### config.mk
export PLATFORM = sky130hd
export DESIGN_NAME = recency_ordered_message_table_unit
export DESIGN_NICKNAME = d
export VERILOG_FILES = /design/src/rtl/romt_pkg.sv /design/src/rtl/romt_datapath.sv /design/src/rtl/romt_ctrl.sv /design/src/rtl/recency_ordered_message_table_unit.sv
export SDC_FILE = /design/constraint.sdc
export NUM_CORES = 2
export LEC_CHECK = 0
export ABC_AREA = 0
export ABC_CLOCK_PERIOD_IN_PS = 16360
export BUFFER_PORTS_ARGS = -buffer_cell sky130_fd_sc_hd__buf_4
export CAP_MARGIN = 25
export CELL_PAD_IN_SITES_DETAIL_PLACEMENT = 0
export CELL_PAD_IN_SITES_GLOBAL_PLACEMENT = 1
export CORE_MARGIN = 2
export CORE_UTILIZATION = 53
export DETAILED_ROUTE_END_ITERATION = 10
export GPL_TIMING_DRIVEN = 0
export PLACE_DENSITY_LB_ADDON = 0.3
export SLEW_MARGIN = 10
export SYNTH_ARGS = -nofsm -noshare
export SYNTH_HDL_FRONTEND = slang
export SYNTH_SLANG_ARGS = --single-unit
### constraint.sdc
create_clock -name clk_i -period 16.36 [get_ports clk_i]
set_clock_uncertainty 0.2 [all_clocks]
set_input_delay 1.636 -clock clk_i [delete_from_list [all_inputs] [get_ports clk_i]]
set_output_delay 1.636 -clock clk_i [all_outputs]
set_load 0.01 [all_outputs]
### src/rtl/romt_pkg.sv
// package for the recency ordered message table
// constants, request codes, controller/datapath command and status types
package romt_pkg;

  localparam int unsigned MaxEntries = 8;
  localparam logic [7:0] HourLast = 8'd23;
  localparam logic [7:0] MinuteLast = 8'd59;

  localparam logic [2:0] ReqUpsert = 3'd0;
  localparam logic [2:0] ReqRemove = 3'd1;
  localparam logic [2:0] ReqMarkRead = 3'd2;
  localparam logic [2:0] ReqClear = 3'd3;
  localparam logic [2:0] ReqPreview = 3'd4;
  localparam logic [2:0] ReqLookup = 3'd5;

  localparam logic [1:0] StOk = 2'd0;
  localparam logic [1:0] StInvalid = 2'd1;
  localparam logic [1:0] StNotFound = 2'd2;

  localparam logic [2:0] CfgDnd = 3'd0;
  localparam logic [2:0] CfgAppMin = 3'd1;
  localparam logic [2:0] CfgAppMax = 3'd2;
  localparam logic [2:0] CfgTitleLim = 3'd3;
  localparam logic [2:0] CfgBodyLim = 3'd4;

  typedef struct packed {
    logic       load;     // capture input item
    logic       scan;     // compare one slot, advance pointer
    logic       shift;    // move slot ptr+1 into ptr, advance
    logic       write;    // write new entry at ptr
    logic       clr_unread; // clear unread at found slot
    logic       clear_all;
    logic       dec_fill;
    logic       inc_fill;
    logic       bump_rev;
    logic       take_prev;
    logic       set_prev;
    logic       drop_prev;  // clear pending if it equals id
    logic       start_cnt;  // restart unread count sweep
    logic       cnt;        // count one slot
    logic       capture;    // write result register
    logic [1:0] status;
    logic       alert;
    logic       lookup;
    logic       ptr_zero;
    logic       ptr_found;
    logic       ptr_last;   // ptr = fill-1
  } romt_cmd_t;

  typedef struct packed {
    logic req_ok;     // upsert fields valid
    logic id_zero;
    logic hit;        // slot ptr matches id
    logic scan_end;   // ptr >= fill-1
    logic at_end;     // ptr+1 >= fill
    logic same;       // found slot holds same app, lengths, tag
    logic found_unread;
    logic full;
    logic empty;
    logic pend_match;
    logic cnt_end;
    logic dnd;
  } romt_sts_t;

endpackage

### src/rtl/romt_datapath.sv
// datapath: slot store, pointer, counters, config registers and result register
// depends on romt_pkg
module romt_datapath #(
  parameter int unsigned MaxEntries = romt_pkg::MaxEntries
) (
  input  logic                clk_i,
  input  logic                rst_ni,
  input  logic                cfg_we_i,
  input  logic [2:0]          cfg_idx_i,
  input  logic [15:0]         cfg_data_i,
  input  logic [111:0]        in_data_i,
  input  romt_pkg::romt_cmd_t cmd_i,
  output romt_pkg::romt_sts_t sts_o,
  output logic [2:0]          req_o,
  output logic [111:0]        res_o
);
  localparam int unsigned PW = (MaxEntries > 1) ? $clog2(MaxEntries) : 1;
  localparam int unsigned CW = $clog2(MaxEntries + 1);

  logic [15:0] key_q [MaxEntries];
  logic [7:0]  app_q [MaxEntries];
  logic [10:0] tim_q [MaxEntries];
  logic        unr_q [MaxEntries];
  logic [31:0] len_q [MaxEntries];
  logic [31:0] tag_q [MaxEntries];

  logic [2:0]  req_q;
  logic [15:0] id_q;
  logic [7:0]  app_in_q, hr_q, mn_q;
  logic [15:0] tl_q, bl_q;
  logic [31:0] tg_q;

  logic [CW-1:0] fill_q, cnt_q, cnt_d;
  logic [PW-1:0] ptr_q, fnd_q;
  logic [31:0] rev_q;
  logic [15:0] prev_q;
  logic        dnd_q;
  logic [7:0]  amin_q, amax_q;
  logic [15:0] tlim_q, blim_q;
  logic [111:0] res_q, res_d;
  logic [15:0] pv_q;

  logic [PW-1:0] ptr_n;
  logic [CW-1:0] ptr_w;
  assign ptr_w = CW'(ptr_q);
  assign ptr_n = (MaxEntries > 1) ? PW'(ptr_q + 1'b1) : '0;

  assign req_o = req_q;

  always_comb begin
    sts_o.req_ok = (id_q != '0) && (app_in_q >= amin_q) && (app_in_q <= amax_q) &&
                   (hr_q <= romt_pkg::HourLast) && (mn_q <= romt_pkg::MinuteLast) &&
                   (tl_q <= tlim_q) && (bl_q <= blim_q);
    sts_o.id_zero = (id_q == '0);
    sts_o.hit = (ptr_w < fill_q) && (key_q[ptr_q] == id_q);
    sts_o.scan_end = (ptr_w + 1'b1 >= fill_q);
    sts_o.at_end = (ptr_w + 1'b1 >= fill_q);
    sts_o.same = (app_q[fnd_q] == app_in_q) && (len_q[fnd_q] == {tl_q, bl_q}) &&
                 (tag_q[fnd_q] == tg_q);
    sts_o.found_unread = unr_q[fnd_q];
    sts_o.full = (fill_q == CW'(MaxEntries));
    sts_o.empty = (fill_q == '0);
    sts_o.pend_match = (prev_q == id_q);
    sts_o.cnt_end = sts_o.scan_end;
    sts_o.dnd = dnd_q;
  end

  // slot store and input item registers, no reset
  always_ff @(posedge clk_i) begin
    if (cmd_i.shift && ptr_n != ptr_q) begin
      key_q[ptr_q] <= key_q[ptr_n];
      app_q[ptr_q] <= app_q[ptr_n];
      tim_q[ptr_q] <= tim_q[ptr_n];
      unr_q[ptr_q] <= unr_q[ptr_n];
      len_q[ptr_q] <= len_q[ptr_n];
      tag_q[ptr_q] <= tag_q[ptr_n];
    end
    if (cmd_i.write) begin
      key_q[ptr_q] <= id_q;
      app_q[ptr_q] <= app_in_q;
      tim_q[ptr_q] <= {hr_q[4:0], mn_q[5:0]};
      unr_q[ptr_q] <= 1'b1;
      len_q[ptr_q] <= {tl_q, bl_q};
      tag_q[ptr_q] <= tg_q;
    end
    if (cmd_i.clr_unread) unr_q[fnd_q] <= 1'b0;
    if (cmd_i.load) begin
      req_q <= in_data_i[2:0];
      id_q <= in_data_i[18:3];
      app_in_q <= in_data_i[26:19];
      hr_q <= in_data_i[34:27];
      mn_q <= in_data_i[42:35];
      tl_q <= in_data_i[58:43];
      bl_q <= in_data_i[74:59];
      tg_q <= in_data_i[106:75];
    end
  end

  // running unread count, including the slot counted this cycle
  always_comb begin
    cnt_d = cnt_q;
    if (cmd_i.start_cnt) cnt_d = '0;
    else if (cmd_i.cnt && ptr_w < fill_q) cnt_d = cnt_q + CW'(unr_q[ptr_q]);
  end

  always_comb begin
    res_d = '0;
    res_d[1:0] = cmd_i.status;
    res_d[2] = cmd_i.alert;
    res_d[6:3] = 4'(fill_q);
    res_d[10:7] = 4'(cnt_d);
    res_d[42:11] = rev_q;
    res_d[58:43] = pv_q;
    if (cmd_i.lookup) begin
      res_d[66:59] = app_q[fnd_q];
      res_d[71:67] = tim_q[fnd_q][10:6];
      res_d[77:72] = tim_q[fnd_q][5:0];
      res_d[78] = unr_q[fnd_q];
      res_d[94:79] = len_q[fnd_q][31:16];
      res_d[110:95] = len_q[fnd_q][15:0];
    end
  end

  always_ff @(posedge clk_i or negedge rst_ni) begin
    if (!rst_ni) begin
      fill_q <= '0;
      cnt_q <= '0;
      ptr_q <= '0;
      fnd_q <= '0;
      rev_q <= '0;
      prev_q <= '0;
      pv_q <= '0;
      dnd_q <= 1'b0;
      amin_q <= 8'd0;
      amax_q <= 8'd15;
      tlim_q <= 16'd64;
      blim_q <= 16'd256;
      res_q <= '0;
    end else begin
      if (cmd_i.ptr_zero) ptr_q <= '0;
      // a hit on the last scanned slot is not in fnd_q yet
      else if (cmd_i.ptr_found) ptr_q <= (cmd_i.scan && sts_o.hit) ? ptr_q : fnd_q;
      else if (cmd_i.ptr_last) ptr_q <= PW'(fill_q - 1'b1);
      else if (cmd_i.scan || cmd_i.shift || cmd_i.cnt) ptr_q <= ptr_n;
      if (cmd_i.scan && sts_o.hit) fnd_q <= ptr_q;
      if (cmd_i.clear_all) fill_q <= '0;
      else if (cmd_i.dec_fill) fill_q <= fill_q - 1'b1;
      else if (cmd_i.inc_fill) fill_q <= fill_q + 1'b1;
      if (cmd_i.bump_rev) rev_q <= rev_q + 1'b1;
      if (cmd_i.load) pv_q <= '0;
      else if (cmd_i.take_prev) pv_q <= prev_q;
      if (cmd_i.take_prev || cmd_i.clear_all) prev_q <= '0;
      else if (cmd_i.set_prev) prev_q <= id_q;
      else if (cmd_i.drop_prev && prev_q == id_q) prev_q <= '0;
      cnt_q <= cnt_d;
      if (cmd_i.capture) res_q <= res_d;
      if (cfg_we_i) begin
        case (cfg_idx_i)
          romt_pkg::CfgDnd: begin
            dnd_q <= cfg_data_i[0];
            if (cfg_data_i[0]) prev_q <= '0;
          end
          romt_pkg::CfgAppMin: amin_q <= cfg_data_i[7:0];
          romt_pkg::CfgAppMax: amax_q <= cfg_data_i[7:0];
          romt_pkg::CfgTitleLim: tlim_q <= cfg_data_i;
          romt_pkg::CfgBodyLim: blim_q <= cfg_data_i;
          default: ;
        endcase
      end
    end
  end

  assign res_o = res_q;
endmodule

### src/rtl/romt_ctrl.sv
// controller: sequences search, shift, write, unread count and result
// depends on romt_pkg
module romt_ctrl (
  input  logic                clk_i,
  input  logic                rst_ni,
  input  logic                in_valid_i,
  output logic                in_ready_o,
  output logic                out_valid_o,
  input  logic                out_ready_i,
  input  logic [2:0]          req_i,
  input  romt_pkg::romt_sts_t sts_i,
  output romt_pkg::romt_cmd_t cmd_o
);
  typedef enum logic [2:0] {
    Idle, Decode, Search, Shift, Write, CntStart, Count, Done
  } state_e;

  state_e state_q;
  logic found_q, mov_q;
  logic [1:0] st_q;
  logic al_q, lk_q, out_v_q;

  assign in_ready_o = (state_q == Idle);
  assign out_valid_o = out_v_q;

  always_comb begin
    cmd_o = '0;
    cmd_o.status = st_q;
    cmd_o.alert = al_q;
    cmd_o.lookup = lk_q;
    case (state_q)
      Idle: begin
        cmd_o.load = in_valid_i;
        cmd_o.ptr_zero = 1'b1;
      end
      Decode: ;
      Search: cmd_o.scan = 1'b1;
      // an unchanged upsert must leave the found slot in place
      Shift: cmd_o.shift = !sts_i.at_end &&
                           !(req_i == romt_pkg::ReqUpsert && !mov_q && found_q && sts_i.same);
      Write: cmd_o.write = 1'b1;
      CntStart: begin
        cmd_o.start_cnt = 1'b1;
        cmd_o.ptr_zero = 1'b1;
      end
      Count: begin
        cmd_o.cnt = 1'b1;
        cmd_o.capture = sts_i.cnt_end;
      end
      Done: ;
      default: ;
    endcase
    // one-shot actions at the end of search
    if (state_q == Search && sts_i.scan_end) begin
      case (req_i)
        romt_pkg::ReqRemove: if (!sts_i.id_zero && (found_q || sts_i.hit)) begin
          cmd_o.drop_prev = 1'b1;
          cmd_o.bump_rev = 1'b1;
        end
        romt_pkg::ReqMarkRead: if (!sts_i.id_zero && (found_q || sts_i.hit)) begin
          cmd_o.drop_prev = 1'b1;
        end
        default: ;
      endcase
    end
    if (state_q == Decode) begin
      case (req_i)
        romt_pkg::ReqClear: if (!sts_i.empty) begin
          cmd_o.clear_all = 1'b1;
          cmd_o.bump_rev = 1'b1;
        end
        romt_pkg::ReqPreview: cmd_o.take_prev = 1'b1;
        default: ;
      endcase
    end
    if (state_q == Shift && sts_i.at_end) begin
      if (req_i == romt_pkg::ReqRemove) cmd_o.dec_fill = 1'b1;
    end
    if (state_q == Write) begin
      cmd_o.bump_rev = 1'b1;
      cmd_o.set_prev = !sts_i.dnd;
      cmd_o.inc_fill = !found_q && !sts_i.full;
    end
    if (state_q == CntStart && req_i == romt_pkg::ReqMarkRead && mov_q) begin
      cmd_o.clr_unread = sts_i.found_unread;
      cmd_o.bump_rev = sts_i.found_unread;
    end
    // pointer steering between phases
    if (state_q == Search && sts_i.scan_end) begin
      if ((found_q || sts_i.hit) && (req_i == romt_pkg::ReqRemove ||
          req_i == romt_pkg::ReqUpsert)) cmd_o.ptr_found = 1'b1;
      // new entry on a full table: evict from slot 0
      else if (req_i == romt_pkg::ReqUpsert && sts_i.full) cmd_o.ptr_zero = 1'b1;
    end
  end

  always_ff @(posedge clk_i or negedge rst_ni) begin
    if (!rst_ni) begin
      state_q <= Idle;
      found_q <= 1'b0;
      mov_q <= 1'b0;
      st_q <= romt_pkg::StOk;
      al_q <= 1'b0;
      lk_q <= 1'b0;
      out_v_q <= 1'b0;
    end else begin
      if (out_v_q && out_ready_i) out_v_q <= 1'b0;
      case (state_q)
        Idle: if (in_valid_i) begin
          state_q <= Decode;
          found_q <= 1'b0;
          mov_q <= 1'b0;
          st_q <= romt_pkg::StOk;
          al_q <= 1'b0;
          lk_q <= 1'b0;
        end
        Decode: begin
          case (req_i)
            romt_pkg::ReqUpsert: begin
              if (!sts_i.req_ok) begin
                st_q <= romt_pkg::StInvalid;
                state_q <= CntStart;
              end else if (sts_i.empty) begin
                state_q <= Write;
              end else state_q <= Search;
            end
            romt_pkg::ReqRemove, romt_pkg::ReqMarkRead, romt_pkg::ReqLookup: begin
              if (sts_i.id_zero) begin
                st_q <= romt_pkg::StInvalid;
                state_q <= CntStart;
              end else if (sts_i.empty) begin
                st_q <= romt_pkg::StNotFound;
                state_q <= CntStart;
              end else state_q <= Search;
            end
            romt_pkg::ReqClear, romt_pkg::ReqPreview: state_q <= CntStart;
            default: begin
              st_q <= romt_pkg::StInvalid;
              state_q <= CntStart;
            end
          endcase
        end
        Search: begin
          if (sts_i.hit) found_q <= 1'b1;
          if (sts_i.scan_end) begin
            case (req_i)
              romt_pkg::ReqUpsert: state_q <= Shift;
              romt_pkg::ReqRemove: begin
                if (found_q || sts_i.hit) state_q <= Shift;
                else begin
                  st_q <= romt_pkg::StNotFound;
                  state_q <= CntStart;
                end
              end
              default: begin
                if (found_q || sts_i.hit) begin
                  mov_q <= 1'b1;
                  lk_q <= (req_i == romt_pkg::ReqLookup);
                end else st_q <= romt_pkg::StNotFound;
                state_q <= CntStart;
              end
            endcase
          end
        end
        Shift: begin
          // upsert decisions made on first shift cycle
          if (req_i == romt_pkg::ReqUpsert && !mov_q) begin
            mov_q <= 1'b1;
            if (found_q && sts_i.same) state_q <= CntStart;
            else if (!found_q && !sts_i.full) state_q <= Write;
          end
          if (sts_i.at_end && state_q == Shift &&
              !(req_i == romt_pkg::ReqUpsert && !mov_q &&
                ((found_q && sts_i.same) || (!found_q && !sts_i.full)))) begin
            if (req_i == romt_pkg::ReqUpsert) state_q <= Write;
            else state_q <= CntStart;
          end
        end
        Write: begin
          al_q <= !sts_i.dnd;
          state_q <= CntStart;
        end
        CntStart: state_q <= Count;
        Count: if (sts_i.cnt_end) begin
          state_q <= Done;
          out_v_q <= 1'b1;
        end
        Done: if (!out_v_q || out_ready_i) state_q <= Idle;
        default: state_q <= Idle;
      endcase
    end
  end
endmodule

### src/rtl/recency_ordered_message_table_unit.sv
// top level of the recency ordered message table
// depends on romt_pkg, romt_ctrl, romt_datapath
//
// channel   dir  signals                        contents
// s_axis    in   s_axis_tvalid/tready/tdata     request item, 112 bits
// m_axis    out  m_axis_tvalid/tready/tdata     result item, 112 bits
// cfg       in   cfg_we_i/cfg_idx_i/cfg_data_i  register write
//
// the time from accept to the next accept is set by the one-slot-per-cycle key
// search, the slot shift and the unread count sweep.
// reset clears counters, revision and pending preview; slots are not cleared.
// the next item is taken once the result has been handed over.
module recency_ordered_message_table_unit #(
  parameter int unsigned MaxEntries = romt_pkg::MaxEntries
) (
  input  logic         clk_i,
  input  logic         rst_ni,
  input  logic         cfg_we_i,
  input  logic [2:0]   cfg_idx_i,
  input  logic [15:0]  cfg_data_i,
  input  logic         s_axis_tvalid,
  output logic         s_axis_tready,
  // req_type, msg_id, app_code, hour_of_day, minute_of_hour, title_length,
  // body_length, content_tag
  input  logic [111:0] s_axis_tdata,
  output logic         m_axis_tvalid,
  input  logic         m_axis_tready,
  // status, alert, item_count, unread_count, revision, preview_id, entry_app,
  // entry_hour, entry_minute, entry_unread, entry_title_len, entry_body_len
  output logic [111:0] m_axis_tdata
);
  romt_pkg::romt_cmd_t cmd;
  romt_pkg::romt_sts_t sts;
  logic [2:0] req;

  romt_ctrl u_ctrl (
    .clk_i, .rst_ni,
    .in_valid_i(s_axis_tvalid), .in_ready_o(s_axis_tready),
    .out_valid_o(m_axis_tvalid), .out_ready_i(m_axis_tready),
    .req_i(req), .sts_i(sts), .cmd_o(cmd)
  );

  romt_datapath #(.MaxEntries(MaxEntries)) u_dp (
    .clk_i, .rst_ni, .cfg_we_i, .cfg_idx_i, .cfg_data_i,
    .in_data_i(s_axis_tdata), .cmd_i(cmd), .sts_o(sts), .req_o(req),
    .res_o(m_axis_tdata)
  );

  a_cnt_le_fill: assert property (@(posedge clk_i) disable iff (!rst_ni)
    m_axis_tvalid |-> (m_axis_tdata[10:7] <= m_axis_tdata[6:3]))
    else $error("unread count above fill");
  a_no_accept_busy: assert property (@(posedge clk_i) disable iff (!rst_ni)
    m_axis_tvalid |-> !s_axis_tready)
    else $error("item accepted while result pending");
  a_alert_ok: assert property (@(posedge clk_i) disable iff (!rst_ni)
    (m_axis_tvalid && m_axis_tdata[2]) |-> (m_axis_tdata[1:0] == romt_pkg::StOk))
    else $error("alert on failed request");
endmodule
==> impl_metrics.prom <==
# TYPE chip_impl_metric gauge
chip_impl_info{name="endpoint_kind",value="register"} 1
chip_impl_metric{name="floorplan.die_area",unit="mm²"} 0.104
chip_impl_metric{name="rows",unit=""} 116
chip_impl_metric{name="required_time_of_the_worst_setup_path",unit="ps"} 16630
chip_impl_metric{name="syn_nets",unit=""} 3575
chip_impl_metric{name="coreArea",unit="mm²"} 0.100
chip_impl_metric{name="hold-path-cell-count",unit=""} 2
chip_impl_metric{name="globalRouteOverflowTotal",unit=""} 0
chip_impl_metric{name="cts.path.max_buffers",unit=""} 3
chip_impl_metric{name="route.final.wire_length",unit="mm"} 171
chip_impl_metric{name="syn-mean-instance-area",unit="µm²"} 15.9
chip_impl_metric{name="maximum_number_of_pins_on_one_net_before_global_route_repair",unit=""} 95
chip_impl_metric{name="first_pass_iters",unit=""} 6
chip_impl_metric{name="area_growth",unit="%"} 17.6
chip_impl_metric{name="synth-warning-count",unit=""} 0
chip_impl_metric{name="finalHoldWorstSlack",unit="ps"} 276
chip_impl_metric{name="via_count_of_the_first_global_routing_pass",unit=""} 34500
chip_impl_metric{name="setup-violations-final",unit=""} 0
chip_impl_metric{name="port_buffers",unit=""} 243
chip_impl_metric{name="fmax",unit="GHz"} 0.131
chip_impl_info{name="synth_top_family_by_area",value="multiplexers"} 1
chip_impl_metric{name="worstPathMaxFanout",unit=""} 10
chip_impl_metric{name="cts_repair_resize_count",unit=""} 0
chip_impl_info{name="crit_path_cell_trace",value="buf_2 > buf_2 > buf_2 > inv_1 > clkbuf_1 > buf_2 > o21ai_0 > xor2_1 > nand3_1 > nor4b_1 > nand4_1 > a21oi_2 > nor4_2 > buf_4 > buf_4 > buf_2 > buf_4 > buf_2 > buf_4 > buf_4"} 1
chip_impl_metric{name="io-pin-count",unit=""} 250
chip_impl_metric{name="tightest_slew",unit="ps"} 1190
chip_impl_metric{name="synth_cell_type_count",unit=""} 82
chip_impl_metric{name="clock_slew_at_the_register_clock_pins_of_the_worst_setup_and_hold_paths",unit="ps"} 60
chip_impl_metric{name="critical_path_buffers_and_inverters",unit=""} 13
chip_impl_metric{name="areal_power_density_over_the_cells",unit="mW/mm²"} 176
chip_impl_metric{name="r2r.worst_path.cells",unit=""} 20
chip_impl_info{name="min_delay_worst_endpoint",value="u_dp.res_o[67]$_DFFE_PN0P_"} 1
chip_impl_metric{name="share_of_synthesized_cell_area_in_full_adder_half_adder_and_majority_cells",unit="%"} 1.46
chip_impl_metric{name="drt-wirelength-per-cell",unit="µm"} 31.9
chip_impl_metric{name="number_of_vias_after_detailed_routing",unit=""} 35300
chip_impl_metric{name="final_routed_drc_violation_total",unit=""} 0
chip_impl_metric{name="detail-route-antenna-nets",unit=""} 0
chip_impl_metric{name="timing.reg2reg.setup_slack",unit="ps"} 8750
chip_impl_metric{name="synthArstFlopShare",unit="%"} 21.5
chip_impl_metric{name="synth_enable_flop_cells",unit=""} 907
chip_impl_metric{name="place.detailed.instances",unit=""} 5125
chip_impl_info{name="synth_top_cell_by_area",value="edfxtp_1"} 1
chip_impl_metric{name="chipHeight",unit="µm"} 322
chip_impl_info{name="cpMostUsedCell",value="buf_2"} 1
chip_impl_metric{name="clock_latency",unit="ps"} 740
chip_impl_metric{name="place.gp.congestion",unit=""} 0.938
chip_impl_metric{name="yosys_register_bits",unit=""} 1155
chip_impl_metric{name="share_of_synthesized_area_spent_on_multiplexers",unit="%"} 20.8
chip_impl_info{name="worst-setup-path-type",value="reg -> reg"} 1
chip_impl_metric{name="synth_xor_xnor_area_share",unit="%"} 1.82
chip_impl_info{name="critPathLaunchType",value="register"} 1
chip_impl_metric{name="die_width",unit="µm"} 322
chip_impl_metric{name="yosys.area_share.simple",unit="%"} 5.77
chip_impl_metric{name="grt_antenna_before_repair",unit=""} 6
chip_impl_metric{name="synth_compound_gate_area_share",unit="%"} 5.54
chip_impl_info{name="rsz0062_at_grt",value="false"} 1
chip_impl_metric{name="finalCritPeriodShare",unit="%"} 46.5
chip_impl_info{name="path_delay_family",value="buffers and inverters"} 1
chip_impl_metric{name="detailedRoute.firstIterationViolations",unit=""} 4498
chip_impl_metric{name="layout-drive-gt1-share",unit="%"} 27.8
chip_impl_metric{name="slew_headroom",unit="%"} 20.6
chip_impl_metric{name="minimum_period_implied_by_the_final_worst_setup_slack",unit="ps"} 7610
chip_impl_metric{name="max_cap_viol_count",unit=""} 0
chip_impl_metric{name="tritoncts.num_buffers",unit=""} 117
chip_impl_info{name="clock_tree_from_tritoncts",value="yes"} 1
chip_impl_metric{name="arrival",unit="ps"} 7880
chip_impl_metric{name="post_cts_repair_timing_setup_buffer_count",unit=""} 0
chip_impl_metric{name="grt_pass1_wl",unit="mm"} 243
chip_impl_info{name="synth_top_cells_by_area",value="edfxtp_1, mux4_2, dfrtp_1, mux2i_1, mux2_2"} 1
chip_impl_metric{name="irDropWorstVdd",unit="V"} 0.000111
chip_impl_metric{name="yosysTopAreaCellShare",unit="%"} 50.7
chip_impl_info{name="hold_class",value="reg -> reg"} 1
chip_impl_metric{name="hold_buf_count_cts",unit=""} 0
chip_impl_metric{name="cell_area_after_synthesis",unit="mm²"} 0.0538
chip_impl_metric{name="netlist_instances",unit=""} 3377
chip_impl_info{name="yosys_most_used_dff",value="edfxtp_1"} 1
chip_impl_metric{name="timing_max_transition_violations_final",unit=""} 0
chip_impl_info{name="regToRegStartpoint",value="u_dp.fnd_q[1]$_DFF_PN0_"} 1
chip_impl_info{name="endpoint_of_the_most_critical_register_to_register_path",value="u_dp.tag_q[7][23]$_DFFE_PP_"} 1
chip_impl_metric{name="synth_sequential_area_ratio",unit="%"} 62.2
chip_impl_info{name="status",value="finished clean"} 1
chip_impl_metric{name="leak",unit="nW"} 22.3
chip_impl_info{name="source_of_the_worst_hold_timing_path",value="u_dp.res_o[67]$_DFFE_PN0P_"} 1
chip_impl_info{name="root_buffer",value="clkbuf_16"} 1
chip_impl_metric{name="clock-sinks",unit=""} 1155
chip_impl_metric{name="non_filler_instance_count_after_layout",unit=""} 5358
chip_impl_metric{name="num-nets-final",unit=""} 4092
chip_impl_metric{name="start_util",unit="%"} 53.6
chip_impl_metric{name="report.final.hold_viol_count",unit=""} 0
chip_impl_metric{name="maximum_single_stage_delay_on_the_critical_path",unit="ps"} 940
chip_impl_info{name="slowest_stage",value="o21ai_0"} 1
chip_impl_metric{name="avgViaCountPerCell",unit=""} 6.59
chip_impl_metric{name="dpl.hpwl",unit="mm"} 124
chip_impl_metric{name="global_route.usage.total",unit="%"} 32.9
chip_impl_metric{name="cts_htree_levels",unit=""} 3
## layer usage
metal / GRT usage (%) / vias up / part of all wire (%)
li1: - / 14500 / -
met2: 49.8 / 2497 / 45
met3: 10.3 / 482 / 13
met5: 0 / - / 0.021
met1: 43.5 / 17800 / 37
met4: 16.3 / 6 / 5.6
## cell families after synthesis
family,Yosys count
flip-flops,1155
multiplexers,693
AND/OR/NAND/NOR,628
AO/OA/AOI/OAI,448
buffers and inverters,278
XOR/XNOR,112
adder cells (fa/ha/maj),62
other,1
## Yosys cell counts, drive strengths merged (19+ instances only)
cell type and count:
a22o 40, o31ai 48, nand3 39, xor2 49, nand2 263, mux2 90, edfxtp 907, inv 70
a21oi 34, nor2b 24, nor2 89, o21ai 172, mux4 330, nor3 41, a21o 19, nand4 36
dfrtp 242, nor4 44, xnor2 63, a22oi 43, ha 61, clkbuf 126, buf 81, mux2i 273
## placed cells by master (no fill, tap or decap), types with 61 or more instances in the layout
| cell | netlist | final |
|---|---|---|
| mux2_2 | 90 | 90 |
| clkbuf_1 | 126 | 134 |
| mux2i_1 | 272 | 272 |
| inv_1 | 70 | 70 |
| ha_1 | 61 | 61 |
| dfrtp_1 | 242 | 242 |
| xnor2_1 | 63 | 63 |
| nor2_1 | 89 | 87 |
| nand2_1 | 263 | 263 |
| mux4_2 | 330 | 330 |
| edfxtp_1 | 907 | 907 |
| buf_4 | 7 | 336 |
| o21ai_0 | 172 | 172 |
| clkbuf_16 | 0 | 122 |
## final cells by class
class / instances / area, µm²
tap: 1357 / 1700
fill: 7193 / 37100
sequential: 1155 / 33400
multi-input combinational: 1944 / 19100
clock inverter: 83 / 995
buffer: 207 / 1020
antenna: 2 / 5.00
timing repair buffer: 398 / 3520
clock buffer: 141 / 3190
inverter: 71 / 267
## power breakdown
part	total, mW	switching [mW]	leakage (nW)	internal [mW]
registers	4.48	0.292	11.5	4.19
clock network	2.90	1.17	2.03	1.72
logic	3.77	2.27	8.79	1.50
## through the flow
step | setup TNS, ps | setup WS, ps | total power, mW | area [µm²] | utilization, %
2_1_floorplan | 0 | 2890 | 6.74 | 53800 | -
3_3_place_gp | -4816650 | -10940 | 8.06 | 57300 | 57.1
3_5_place_dp | 0 | 9180 | 8.22 | 59000 | 58.8
4_1_cts | 0 | 9140 | 11.1 | 63100 | 63.0
5_1_grt | 0 | 8760 | 11.6 | 63200 | 63.0
6_report | 0 | 8750 | 11.2 | 63200 | 63.1
## state kept, by name (all words and copies together) (netlist names), 32 cells and up
name	flops
u_dp.rev_q	32
u_dp.res_o	111
u_dp.tag_q	256
u_dp.tg_q	32
u_dp.app_q	64
u_dp.key_q	128
u_dp.tim_q	88
u_dp.len_q	256
## how the worst max path moves through the flow
stage | slack [ps] | cells past startpoint | start | to
final | 8750 | 20 | u_dp.fnd_q[1]$_DFF_PN0_ | u_dp.tag_q[7][23]$_DFFE_PP_
after global routing | 8760 | 20 | u_dp.fnd_q[1]$_DFF_PN0_ | u_dp.tag_q[7][23]$_DFFE_PP_
after CTS | 9140 | 20 | u_dp.fnd_q[1]$_DFF_PN0_ | u_dp.tag_q[7][23]$_DFFE_PP_
after detailed placement | 9180 | 20 | u_dp.fnd_q[1]$_DFF_PN0_ | u_dp.tag_q[7][23]$_DFFE_PP_
after global placement | -10940 | 12 | u_dp.fnd_q[2]$_DFF_PN0_ | u_dp.len_q[2][8]$_DFFE_PP_
after floorplan | 2890 | 13 | u_dp.ptr_q[2]$_DFFE_PN0P_ | u_dp.app_q[6][0]$_DFFE_PP_
## tightest hold or removal path: stages (launching register included)
cell,delay [ps]
dfrtp_1,340
nand2_1,50
o31ai_1,50
Power figures use the tool's default switching activity.
